--- config.mk ---
export PLATFORM = sky130hd
export DESIGN_NAME = pfa_ctrl
export DESIGN_NICKNAME = d
export VERILOG_FILES = /design/src/rtl/pfa_pkg.sv /design/src/rtl/pfa_ctrl.sv
export SDC_FILE = /design/constraint.sdc
export NUM_CORES = 1
export LEC_CHECK = 0
export BUFFER_PORTS_ARGS = -buffer_cell sky130_fd_sc_hd__buf_2
export CORE_AREA = 2 2 39 41
export CTS_CLUSTER_SIZE = 25
export DETAILED_ROUTE_END_ITERATION = 6
export DIE_AREA = 0 0 41 43
export PLACE_DENSITY_LB_ADDON = 0.05
export SYNTH_ARGS = -nofsm -noshare
export SYNTH_HDL_FRONTEND = slang
export SYNTH_SLANG_ARGS = --single-unit
--- constraint.sdc ---
create_clock -name clk_i -period 1.3 [get_ports clk_i]
set_input_delay 0.26 -clock clk_i [delete_from_list [all_inputs] [get_ports clk_i]]
set_output_delay 0.26 -clock clk_i [all_outputs]
set_load 0.02 [all_outputs]
--- src/rtl/pfa_pkg.sv ---
package pfa_pkg;

  localparam logic [2:0] FUNC_ALLOC  = 3'd0;
  localparam logic [2:0] FUNC_FREE   = 3'd1;
  localparam logic [2:0] FUNC_INCREF = 3'd2;
  localparam logic [2:0] FUNC_DECREF = 3'd3;
  localparam logic [2:0] FUNC_GETREF = 3'd4;

  localparam logic [1:0] ST_DONE    = 2'd0;
  localparam logic [1:0] ST_EMPTY   = 2'd1;
  localparam logic [1:0] ST_IGNORED = 2'd2;
  localparam logic [1:0] ST_FULL    = 2'd3;

  localparam int unsigned KERN_SPAN_RST = 1024;

  typedef struct packed {
    logic [2:0]  func;
    logic        kern_sel;
    logic [11:0] page_index;
    logic        address_valid;
  } pfa_req_t;

  typedef struct packed {
    logic [1:0]  status;
    logic [11:0] page_out;
    logic [15:0] ref_count;
    logic        page_freed;
  } pfa_rsp_t;

  typedef struct packed {
    logic restart;
    logic load;
    logic exec;
    logic clr;
  } pfa_cmd_t;

  typedef struct packed {
    logic clr_last;
  } pfa_sts_t;

endpackage

--- src/rtl/pfa_ctrl.sv ---
module pfa_ctrl (
  input  logic              clk_i,
  input  logic              rst_ni,
  input  logic              start,
  input  logic              cfg_valid_i,
  input  pfa_pkg::pfa_sts_t sts_i,
  output pfa_pkg::pfa_cmd_t cmd_o,
  output logic              busy,
  output logic              done_o,
  output logic              cfg_ready_o
);
  import pfa_pkg::*;

  localparam logic [1:0] S_IDLE = 2'd0;
  localparam logic [1:0] S_EXEC = 2'd1;
  localparam logic [1:0] S_INIT = 2'd2;

  logic [1:0] state_q, state_d;
  logic       done_q;
  logic       cfg_rdy;
  logic       cfg_take;

  // config only taken while idle and no item is being offered
  assign cfg_rdy  = (state_q == S_IDLE) && !start;
  assign cfg_take = cfg_valid_i && cfg_rdy;

  always_comb begin
    state_d = state_q;
    if (cfg_take) begin
      state_d = S_INIT;
    end else begin
      unique case (state_q)
        S_IDLE: if (start) state_d = S_EXEC;
        S_EXEC: state_d = S_IDLE;
        S_INIT: if (sts_i.clr_last) state_d = S_IDLE;
        default: state_d = S_INIT;
      endcase
    end
  end

  always_ff @(posedge clk_i or negedge rst_ni) begin
    if (!rst_ni) begin
      state_q <= S_INIT;
      done_q  <= 1'b0;
    end else begin
      state_q <= state_d;
      done_q  <= (state_q == S_EXEC);
    end
  end

  assign cmd_o.restart = cfg_take;
  assign cmd_o.load    = (state_q == S_IDLE) && start;
  assign cmd_o.exec    = (state_q == S_EXEC);
  assign cmd_o.clr     = (state_q == S_INIT);

  assign busy        = (state_q != S_IDLE);
  assign done_o      = done_q;
  assign cfg_ready_o = cfg_rdy;

endmodule

# Word level (Yosys, flattened, before mapping)
# Cells that the tools add are included.
# word_totals
input_bits	5
elab_cells	17
out_inout_bits	7
ff_bits	3
# op_classes
n_mux	4
n_reduce_logical	7
eq_ne	4
# ops
operator	n
2-bit two-way mux	3
2-bit case mux with 3 select lines	1
1-bit logical AND	3
3-bit by 2-bit inequality test with 1-bit output, second input constant	1
3-bit inequality test, second input constant	1
2-bit by 1-bit == test with 1-bit output, second input constant	1
2-bit == test, second input constant	1
2-bit logical NOT	1
2-bit AND reduction	1
2-bit nonzero test	1
1-bit logical NOT	1

# Logic depth before layout (Yosys ltp)
# Gate-level depths: netlist of the first run.
# depth
ltp_word	5
mapped_depth	2
depth_no_buf	2

# Least setup slack after synthesis of the first run
# Ideal clock, no wire load.
# synth_path
path_kind	flip-flop to output port
startpoint	register state_q[0]
endpoint	output port cfg_ready_o
stages_incl_launch_ff	3
slack_ns	-0.017
arrival_time_ns	1.057
required_ns	1.040
n_path_buf	0
path_cell_list	dfrtp_1 > or2_1 > nor2_1
# synth_via
elab_chain_len	2
# synth_rtl
item	line	source
start, declared	pfa_ctrl.sv:18	logic [1:0] state_q, state_d;
start signal, assigned	pfa_ctrl.sv:46	state_q <= state_d;
2-bit logical NOT	pfa_ctrl.sv:24	assign cfg_rdy = (state_q == S_IDLE) && !start;
1-bit logical AND	pfa_ctrl.sv:24	
end, declared	pfa_ctrl.sv:10	output logic cfg_ready_o
# No other way between the ends.

==> summary.md, run 1 <==
The run gives 0.0006207 V as the peak supply drop. The most common flop cell mapped by yosys was sky130_fd_sc_hd__dfrtp_1. In this run the cell area measured after placement is 224.0 um^2. After the flow finishes, the layout carries non-filler instances totaling 45.

Highest attainable clock frequency: 703.6 MHz. The count of input and output buffers works out to 11. Class of the most critical hold timing path: in2reg. Using the TritonRoute via totals, the vias-per-cell ratio works out to 3.356.

For this run, the number of Yosys warnings is 0. For the total count of hold-check failures in the final report, the log shows 0. The number of antenna diodes in the final layout is 0. In this run the power spent charging and discharging nets is 199.4 uW.

For the number of antenna violations at the first check in global routing, the log shows 0. The number of ports placed on the die boundary came out at 12. The fraction of synthesis flops using an asynchronous set or reset pin was 100.0%; the arrival time at the worst endpoint was 1.16 ns. The region available for standard cell placement spans 1384 um^2.

At the pin with the least slew margin, the transition time is 0.2177 ns. The run gives 360.1 uW as the internal power. The wire-length estimate of the detail-placed layout is 298.6 um. The initial utilization of the core area, before any placement, comes to 11.30%. Measured against its own limit, the worst slew margin works out to 85.43%. The run finished, with violations left. The number of clock sinks was 3.

Required time of the worst setup path: 1.04 ns. The register bit count reported by yosys was 3. The congestion estimate from routability-driven global placement came to 0.5299. The post-layout instance area is 309.0 um^2, and the wire length after detailed routing is 397 um. Deepest level of the CTS H-tree: 1. STA classifies the critical path endpoint as an output port.

The CTS root buffer was sky130_fd_sc_hd__clkbuf_4. The die covers 1763 um^2. The total via count in the routed design is 151, and the share of the clock period used by the worst path after layout is 109.3%. TritonCTS built the clock tree. The die boundary height works out to 43 um. At the end of the flow the core is filled with cells to 22.33%. After synthesis, the largest area contributor takes up 32.00% of total cell area. Of the total power, the clock network draws 28.8%. The cell with the most instances after synthesis is sky130_fd_sc_hd__nor2_1. The run gives 40 as the number of cells after detailed placement. The element type at the critical path start is a register. The run gives 44.6% as the proportion of power drawn by combinational gates. Switching share of power: 35.64%. By area the synthesized netlist is led by sky130_fd_sc_hd__dfrtp_1 (32%), sky130_fd_sc_hd__dfstp_2 (17%), sky130_fd_sc_hd__nor4b_4 (15%), sky130_fd_sc_hd__nor2_1 (7.2%), sky130_fd_sc_hd__a21o_1 (4.8%). The number of global-route vias before repair is 162, and the remaining routing DRC violations is 0.

Average routed wire per standard cell: 8.822 um. Chip width: 41 um. The number of nets with antenna violations after detailed routing is 0, and the post-synthesis net count is 19. Total global routing track utilization: 5.544%.

Slack of the critical path: -0.1213 ns. The setup path with the least slack is of type reg2out. The logs give 2 for the number of violations reported at the end of detailed-routing iteration 0 and 48.80% for the post-synthesis sequential area ratio. The worst-path cell with the longest stage delay is sky130_fd_sc_hd__dfstp_2.

The count of mapped cells out of synthesis was 14. Entering global routing, the biggest net connects 6 pins. The logs give 0.0002243 ns for the setup clock skew after layout and 559.5 uW for the total chip power. Count of final max-slew check failures: 0. The critical path goes through and2b_1, buf_6.

The checks that failed: negative setup slack. At the end of the flow, the number of nets in the layout was 35. After synthesis, the most frequently instantiated cells are sky130_fd_sc_hd__nor2_1 (3), sky130_fd_sc_hd__dfrtp_1 (2). The first detailed-routing pass ran for 2 iterations. Sequential cells account for 26.6% of the total power.

The largest driver fanout on the critical path was 5; the mean cell area of the mapped netlist was 11.17 um^2. No sink is reached through more buffers than the 2 on the longest clock path. Setup repair after global routing could not meet its margin everywhere.

The share of layout cells above drive strength 1 is 68.97%, and the clock edge transition at the registers on the reported setup and hold paths is 0.04 ns. The run gives 156.4 um^2 as the area of the mapped netlist. The total clock buffers created by CTS came out at 3. Minimum clock period after layout: 1.421 ns. The stage delay of the slowest cell on the critical path came out at 0.58 ns. Max-cap violations in this run came to 0. The synthesized design contains 0 enable-type register cells. The analysis attributes to cell leakage a power of 0.1543 nW. Counting distinct cell types in the post-synthesis netlist gives 11. The signed area change from the synthesized netlist to the final layout works out to 97.60%.

Summed over all instances, the cell type with the most area after synthesis is sky130_fd_sc_hd__dfrtp_1. The number of rows in the core area is 14. Post-CTS timing repair inserted 0 buffers for setup. The wire length of the first global-routing pass was 565 um; the power density normalized to cell area was 1810 nW/um^2. For this run the aggregate overflow at the end of global routing stands at 0. The clock latency at the later pin of the worst-skew pair is 0.23 ns, and the final-report setup violation count is 6.
## metal layers
metal	vias to the layer above	track usage, %	wire length [um]
met3	0	3.141	38
met4	0	8.000	0
met5	-	0	0
li1	74	-	-
met2	9	7.187	197
met1	68	4.560	160
## logic make-up after synthesis
kind of cell / Yosys count / synth area share (%)
compound gates: 1 / 4.802
buf+inv: 2 / 7.199
flops: 3 / 48.80
simple gates: 8 / 39.21
## state kept, by name (all words and copies together), names as in the netlist
name     count
state_q      2
done_o       1
## cell usage in the layout, fill, tap and decap left out, types with 2 or more instances in the layout
cell and n:
sky130_fd_sc_hd__buf_4 2, sky130_fd_sc_hd__buf_2 5, sky130_fd_sc_hd__clkbuf_4 3, sky130_fd_sc_hd__nor2_4 2
sky130_fd_sc_hd__buf_6 4
## per-stage QoR
stage                     hold WS, ns  TNS (ns)  setup slack, ns
after CTS                      0.3123   -0.5805          -0.1344
after detailed placement      0.05817         0          0.09221
after global routing           0.3391   -0.7857          -0.1562
after floorplan              -0.03559  -0.03433         -0.01717
final                          0.3303   -0.5224          -0.1213
after global placement        0.05789         0          0.09226
## critical path, delay by kind of cell (launching register included)
| family | cells | cell delay, ns |
|---|---|---|
| DFF | 1 | 0.58 |
| and+or+nand+nor | 1 | 0.22 |
| buffers and inverters | 1 | 0.13 |
## power by group through the flow
stage	clock (mW)	sequential (mW)	combinational (mW)
4_1_cts	0.171	0.150	0.224
2_1_floorplan	0	0.151	0.112
3_5_place_dp	0	0.149	0.175
3_3_place_gp	0	0.148	0.175
6_report	0.161	0.149	0.250
5_1_grt	0.183	0.151	0.268
## repair_timing
item,4_1_cts,5_1_grt
hold buffers,1,0
pin swaps,1,0
gates resized for setup,10,6
endpoints found under the setup margin,6,6
endpoints found under the hold margin,3,0
## worst paths after layout
| kind | from | endpoint | slack, ns | depth (start not counted) |
|---|---|---|---|---|
| max in group asynchronous | rst_ni | state_q[1] | 0.76 | 2 |
| max reg2reg | state_q[1] | state_q[0] | 0.36 | 2 |
| max | state_q[1] | cmd_o[1] | -0.12 | 2 |
| min | sts_i | state_q[1] | 0.33 | 3 |
| min reg2reg | state_q[1] | state_q[1] | 0.56 | 1 |
| min in group asynchronous | rst_ni | state_q[0] | 0.35 | 2 |
## area by class of cell
type / count / area (um^2)
fill: 158 / 1075
timing repair buffer: 12 / 95.09
multi-input combinational: 9 / 86.33
sequential: 3 / 77.57
clock buffer: 4 / 26.28
tap: 16 / 20.02
inverter: 1 / 3.754
No activity file was read; power rests on OpenSTA's default activity.
==> run 2: changes to the inputs <==
- CELL_PAD_IN_SITES_DETAIL_PLACEMENT: not set -> 1
- CELL_PAD_IN_SITES_GLOBAL_PLACEMENT: not set -> 1
==> run 2 against run 1 <==
The flow still finishes with violations (negative setup slack). Clock skew increased by 0.0035 ns. Worst hold slack better by 0.014 ns. Register-to-register slack worse by 0.06 ns. Wire length increased by 6.3%. Critical path type unchanged. Critical endpoint unchanged.
==> summary.md, run 2 (same netlist as run 1, synthesis figures left out) <==
The number of nets with antenna violations after detailed routing was 0 (unchanged). The maximum clock path buffer count was 2 (unchanged). The number of max-capacitance violations reported came out at 0 (unchanged). The element type at the critical path start is a register (unchanged). The wire length of the first global-routing pass came out at 703 um (was 565 um).

Setup repair after global routing could not meet its margin everywhere. The wire length after detailed routing is 422 um (was 397 um). The placeable core region is 1384 um^2 (unchanged). The number of ports placed on the die boundary was 12 (unchanged); the largest driver fanout on the critical path was 5 (unchanged). The flip-flop count of the largest register, all copies and words added is 2 (unchanged), and the signed area change from the synthesized netlist to the final layout is 103.2% (was 97.60%). The slew at the pin closest to its max-slew limit came out at 0.2222 ns (was 0.2177 ns). The register name with the most flops was state_q (unchanged). CP cell instances: and2b_1, buf_6 (unchanged). The total count of hold-check failures in the final report is 0 (unchanged), and the relative slew slack is 85.12% (was 85.43%). Required time of the worst setup path: 1.04 ns (about the same). Power density normalized to cell area: 1811 nW/um^2 (was 1810 nW/um^2).

The run gives 6 (unchanged) as the largest net degree at the start of global routing. The leakage power of the design was 0.1648 nW (was 0.1543 nW); the last weighted congestion value of the routability-driven placer was 0.5827 (was 0.5299). The logs give 6 (unchanged) for the final-report setup violation count and 1.15 ns (was 1.16 ns) for the arrival time at the worst endpoint. The run gives 0 (unchanged) as the total grt overflow.

The remaining routing DRC violations came out at 0 (unchanged). Average routed wire per standard cell: 8.979 um (was 8.822 um). The number of nets in the finished design came out at 37 (was 35).

The minimum clock period after layout is 1.411 ns (was 1.421 ns), and the number of clock sinks is 3 (unchanged). The count of input and output buffers was 11 (unchanged); the clock latency at the later pin of the worst-skew pair was 0.23 ns (about the same). The logs give 14 (unchanged) for the number of rows in the core area and 0.003759 ns (was 0.0002243 ns) for the setup clock skew after layout. The number of violations reported at the end of detailed-routing iteration 0 was 0 (was 2); the vias per cell was 3.340 (was 3.356). The class of the most critical hold timing path was in2reg (unchanged). The tools report the post-layout instance area as 317.8 um^2 (was 309.0 um^2). Highest attainable clock frequency: 708.5 MHz (was 703.6 MHz). The instance area after placement is 224.0 um^2 (unchanged), and the total global routing track utilization is 6.024% (was 5.544%). The share of layout cells above drive strength 1 was 67.74% (was 68.97%). Initial standard-cell utilization of the core: 11.30% (unchanged). The tools report the CTS root buffer as sky130_fd_sc_hd__clkbuf_4 (unchanged). The clock edge transition at the registers on the reported setup and hold paths is 0.03 ns (was 0.04 ns), and the share of the core filled with cells is 22.97% (was 22.33%). The share of the clock period used by the worst path after layout is 108.6% (was 109.3%).

Commonest cells after routing, fill and taps aside: sky130_fd_sc_hd__buf_2 (5), sky130_fd_sc_hd__buf_4 (4), sky130_fd_sc_hd__buf_6 (4) (was sky130_fd_sc_hd__buf_2 (5), sky130_fd_sc_hd__buf_6 (4), sky130_fd_sc_hd__clkbuf_4 (3)). The run finished, with violations left. The logs give 171 (was 158) for the number of filler cells placed in the layout and 1 (unchanged) for the deepest level of the CTS H-tree.

Violations in the final reports: negative setup slack (unchanged). The peak supply drop is 0.0005682 V (was 0.0006207 V). The die boundary height was 43 um (unchanged); the detailed placer's ending HPWL was 317.2 um (was 298.6 um). The run gives -0.1114 ns (was -0.1213 ns) as the slack of the critical path. Antenna cell count: 0 (unchanged). The total die area is 1763 um^2 (unchanged). For the number of global-route vias before repair, the log shows 176 (was 162). TritonCTS built the clock tree. The logs give 0 (unchanged) for the number of antenna violations at the first check in global routing and 0 (unchanged) for the count of final max-slew check failures.

The tools report the critical path endpoint category as an output port (unchanged). The worst-path cell with the longest stage delay was sky130_fd_sc_hd__dfstp_2 (unchanged). The chip width was 41 um (unchanged); the stage delay of the slowest cell on the critical path was 0.57 ns (was 0.58 ns).

Total via count in the routed design: 157 (was 151). For the total clock buffers created by CTS, the log shows 3 (unchanged). The number of optimization iterations in the first detailed-route pass was 1 (was 2). The run gives 0.09484 ns (was 0.09221 ns) as the setup slack after placement. Critical path start-end classification: reg2out (unchanged). The most common library cell in the layout ignoring fill and taps is sky130_fd_sc_hd__buf_2 (unchanged).
## run 2: final cells by class
type	instances	area, um^2	area share [%]
Timing Repair Buffer	14	110.1	34.65
Multi-Input combinational cell	9	81.33	25.59
Sequential cell	3	76.32	24.02
Clock buffer	4	26.28	8.268
Tap cell	16	20.02	6.299
Inverter	1	3.754	1.181
## run 2: where the power goes
| group | internal [mW] | switching [mW] | total (mW) | leakage (nW) |
|---|---|---|---|---|
| clock network | 0.115 | 0.0476 | 0.163 | 0.0150 |
| registers | 0.121 | 0.0230 | 0.144 | 0.0365 |
| logic | 0.140 | 0.129 | 0.269 | 0.113 |
| total | 0.376 | 0.199 | 0.576 | 0.165 |
## run 2: worst paths after layout
path	from	endpoint	slack [ns]	depth (start not counted)
max	state_q[1]	cmd_o[1]	-0.11	2
max reg2reg	state_q[1]	state_q[0]	0.30	3
min in group asynchronous	rst_ni	done_o	0.35	2
min reg2reg	state_q[1]	state_q[1]	0.56	1
min	sts_i	state_q[1]	0.34	3
max in group asynchronous	rst_ni	state_q[1]	0.75	2
## run 2: stage by stage
| stage | power (mW) | setup TNS, ns | instances | hold slack (ns) |
|---|---|---|---|---|
| 2_1_floorplan | 0.2624 | -0.03433 | 14 | -0.03559 |
| 3_3_place_gp | 0.3252 | 0 | 40 | 0.05866 |
| 3_5_place_dp | 0.3238 | 0 | 40 | 0.05767 |
| 4_1_cts | 0.5547 | -0.5714 | 46 | 0.3055 |
| 5_1_grt | 0.6195 | -0.7560 | 47 | 0.3567 |
| 6_report | 0.5756 | -0.4403 | 47 | 0.3444 |
## run 2: per-layer routing
metal	global-route usage, %	vias to the layer above	part of all wire, %
li1	-	77	-
met1	7.395	74	38
met2	7.813	6	49
met3	3.141	0	13
met4	4.000	0	0
met5	0	-	0
## run 2: critical path: cells and delay by family (launching register included)
family	cells	cell delay, ns
buffers and inverters	1	0.13
DFF	1	0.57
and+or+nand+nor	1	0.22
## run 2: what timing repair did
item	CTS	global route
gates resized for setup	9	5
hold buffers	1	0
setup endpoints to repair	6	6
setup buffers	1	1
endpoints found under the hold margin	3	0
pin swaps	1	1
==> run 3: changes to the inputs <==
- PLACE_DENSITY: not set -> 0.4
- PLACE_DENSITY_LB_ADDON: 0.05 -> not set
- SKIP_LAST_GASP: not set -> 1
==> run 3 against run 2 <==
The flow still finishes with violations (negative setup slack). Combinational power is 12% lower. Clock-buffer cell count stayed put. Clock skew is 0.00051 ns lower. Worst setup slack better by 0.0028 ns. Final cell count is 2.1% lower. Via count is 3.8% lower. Sequential power hardly changed. Fmax is 0.20% higher. Wire length is 9.0% lower. Register-to-register slack better by 0.05 ns. Sequential share of layout area is 1.6 points higher. Die area stayed put. Critical path type unchanged.
==> summary.md, run 3 (same netlist as run 1, synthesis figures left out) <==
CTS root buffer: sky130_fd_sc_hd__clkbuf_4 (unchanged). The number of ports placed on the die boundary is 12 (unchanged), and the register share of total power is 26.7% (was 25.0%). Largest driver fanout on the critical path: 4 (was 5). The number of antenna violations at the first check in global routing is 0 (unchanged). The element type at the critical path start is a register (unchanged). The switching share of power came out at 34.69% (was 34.60%). The flow ran to the end, but the final reports show violations. The critical path endpoint category is an output port (unchanged). The internal power is 357.7 uW (was 376.5 uW), and the number of violations reported at the end of detailed-routing iteration 0 is 0 (unchanged). The run gives 6 (unchanged) as the final-report setup violation count. The total count of hold-check failures in the final report was 0 (unchanged). The wire length after detailed routing is 384 um (was 422 um). The tightest hold margin was 0.3266 ns (was 0.3444 ns); the signed area change from the synthesized netlist to the final layout was 93.60% (was 103.2%). The average routed wire per standard cell was 8.348 um (was 8.979 um); the count of final max-slew check failures was 0 (unchanged). For the number of rows in the core area, the log shows 14 (unchanged).

Violations in the final reports: negative setup slack (unchanged). TritonCTS built the clock tree. Die boundary height: 43 um (unchanged).

For the initial standard-cell utilization of the core, the log shows 11.30% (unchanged). The highest attainable clock frequency was 709.9 MHz (was 708.5 MHz). For the number of global-route vias before repair, the log shows 170 (was 176).

The tools report the last weighted congestion value of the routability-driven placer as 0.5143 (was 0.5827). The most common library cell in the layout ignoring fill and taps was sky130_fd_sc_hd__buf_2 (unchanged). The number of cells on the worst hold path was 3 (unchanged); the number of nets with antenna violations after detailed routing was 0 (unchanged). The share of the core filled with cells came out at 21.88% (was 22.97%). Register name with the most flops: state_q (unchanged).

The logs give 1.15 ns (about the same) for the arrival time at the worst endpoint and 0.35 ns (was 0.30 ns) for the internal reg-to-reg setup slack. The required time of the worst setup path was 1.04 ns (about the same); the power density normalized to cell area was 1809 nW/um^2 (was 1811 nW/um^2). The leakage power of the design was 0.1566 nW (was 0.1648 nW). The clock latency at the later pin of the worst-skew pair was 0.23 ns (about the same). The chip width is 41 um (unchanged), and the slew at the pin closest to its max-slew limit is 0.2219 ns (was 0.2222 ns). The flip-flop count of the largest register, all copies and words added was 2 (unchanged). The tools report the proportion of power drawn by combinational gates as 43.4% (was 46.7%).

Sink of the worst hold path: state_q[1] (unchanged). The wire length of the first global-routing pass is 627 um (was 703 um), and the total global routing track utilization is 6.036% (was 6.024%). The total via count in the routed design is 151 (was 157), and the share of layout cells above drive strength 1 is 70.00% (was 67.74%).

The count of input and output buffers is 11 (unchanged). The total grt overflow came out at 0 (unchanged). The critical path start-end classification is reg2out (unchanged). The relative slew slack was 85.15% (was 85.12%). Setup repair after global routing could not meet its margin everywhere. The run gives 3 (unchanged) as the number of clock sinks.

Commonest cells after routing, fill and taps aside: sky130_fd_sc_hd__buf_2 (5), sky130_fd_sc_hd__buf_4 (4), sky130_fd_sc_hd__clkbuf_4 (3), sky130_fd_sc_hd__buf_6 (3), sky130_fd_sc_hd__nor2_2 (2) (was sky130_fd_sc_hd__buf_2 (5), sky130_fd_sc_hd__buf_4 (4), sky130_fd_sc_hd__buf_6 (4)). The tools report the number of max-capacitance violations reported as 0 (unchanged). The antenna cell count is 0 (unchanged).

The class of the most critical hold timing path is in2reg (unchanged). Worst reg2reg path startpoint: state_q[0] (was state_q[1]). The vias per cell is 3.283 (was 3.340), and the placeable core region is 1384 um^2 (unchanged). Total clock buffers created by CTS: 3 (unchanged). The number of cells traversed by the worst register-to-register path came out at 3 (unchanged). The share of the clock period used by the worst path after layout was 108.4% (was 108.6%); the number of optimization iterations in the first detailed-route pass was 1 (unchanged). The run gives 6 (unchanged) as the largest net degree at the start of global routing.

For the peak supply drop, the log shows 0.0004167 V (was 0.0005682 V). Remaining routing DRC violations: 0 (unchanged). The maximum clock path buffer count was 2 (unchanged). Number of nets in the finished design: 36 (was 37). The clock edge transition at the registers on the reported setup and hold paths is 0.04 ns (was 0.03 ns), and the deepest level of the CTS H-tree is 1 (unchanged). The total die area came out at 1763 um^2 (unchanged).

The tools report the clock network power share as 29.9% (was 28.3%). The start point of the worst min-delay path was sts_i (unchanged). Minimum clock period after layout: 1.409 ns (was 1.411 ns). The run gives -0.1086 ns (was -0.1114 ns) as the slack of the critical path.

The net load switching power is 190.0 uW (was 199.2 uW). The setup clock skew after layout is 0.003251 ns (was 0.003759 ns). The tools report the worst flop-to-flop path endpoint as state_q[1] (was state_q[0]).
## run 3: worst max path at each step
stage               startpoint           to  slack, ns  cells after the start
floorplan           state_q[0]  cfg_ready_o      -0.02                      2
global placement    state_q[0]     cmd_o[2]       0.10                      3
detailed placement  state_q[0]  cfg_ready_o       0.06                      3
CTS                 state_q[0]     cmd_o[2]      -0.12                      3
global route        state_q[1]     cmd_o[1]      -0.16                      2
finish              state_q[0]  cfg_ready_o      -0.11                      3
## run 3: what timing repair did
| action | 4_1_cts | 5_1_grt |
|---|---|---|
| hold buffers | 1 | 0 |
| resized for setup | 9 | 4 |
| hold endpoints to repair | 3 | 0 |
| buffers inserted | 1 | 0 |
| endpoints found under the setup margin | 6 | 6 |
## run 3: layout make-up
cell class | count | area [um^2]
clock buffers | 4 | 26.28
fillers | 173 | 1081
inverters | 1 | 3.754
multi-input cells | 9 | 76.32
flip-flops and latches | 3 | 77.57
well taps | 16 | 20.02
repair buffers | 13 | 98.84
## run 3: worst max-delay path, cell delays in order (launching register included)
cell	delay (ns)
sky130_fd_sc_hd__dfrtp_2	0.43
sky130_fd_sc_hd__or2_4	0.26
sky130_fd_sc_hd__nor2_2	0.10
sky130_fd_sc_hd__buf_6	0.12
## run 3: per-stage QoR
stage                     cells  power, mW  setup TNS, ns  instance area, um^2  setup WS [ns]
after global routing         46     0.5856        -0.8171                302.8        -0.1562
after CTS                    46     0.5439        -0.6413                290.3        -0.1239
after detailed placement     40     0.3231              0                224.0        0.06447
after floorplan              14     0.2624       -0.03433                156.4       -0.01717
after global placement       40     0.3206              0                224.0         0.1036
final                        46     0.5477        -0.5007                302.8        -0.1086
## run 3: power by group through the flow
stage | logic [mW] | clock network [mW] | registers (mW)
after floorplan | 0.112 | 0 | 0.151
after global placement | 0.174 | 0 | 0.147
after detailed placement | 0.175 | 0 | 0.148
after CTS | 0.223 | 0.173 | 0.148
after global routing | 0.254 | 0.180 | 0.152
final | 0.238 | 0.164 | 0.146
## run 3: per-layer routing
metal	vias to the layer above	wire, um	global-route usage, %	share of wire (%)
li1	77	-	-	-
met5	-	0	0	0
met4	0	0	10.00	0
met2	3	251	7.813	65
met1	71	115	5.502	30
met3	0	17	1.571	4.4
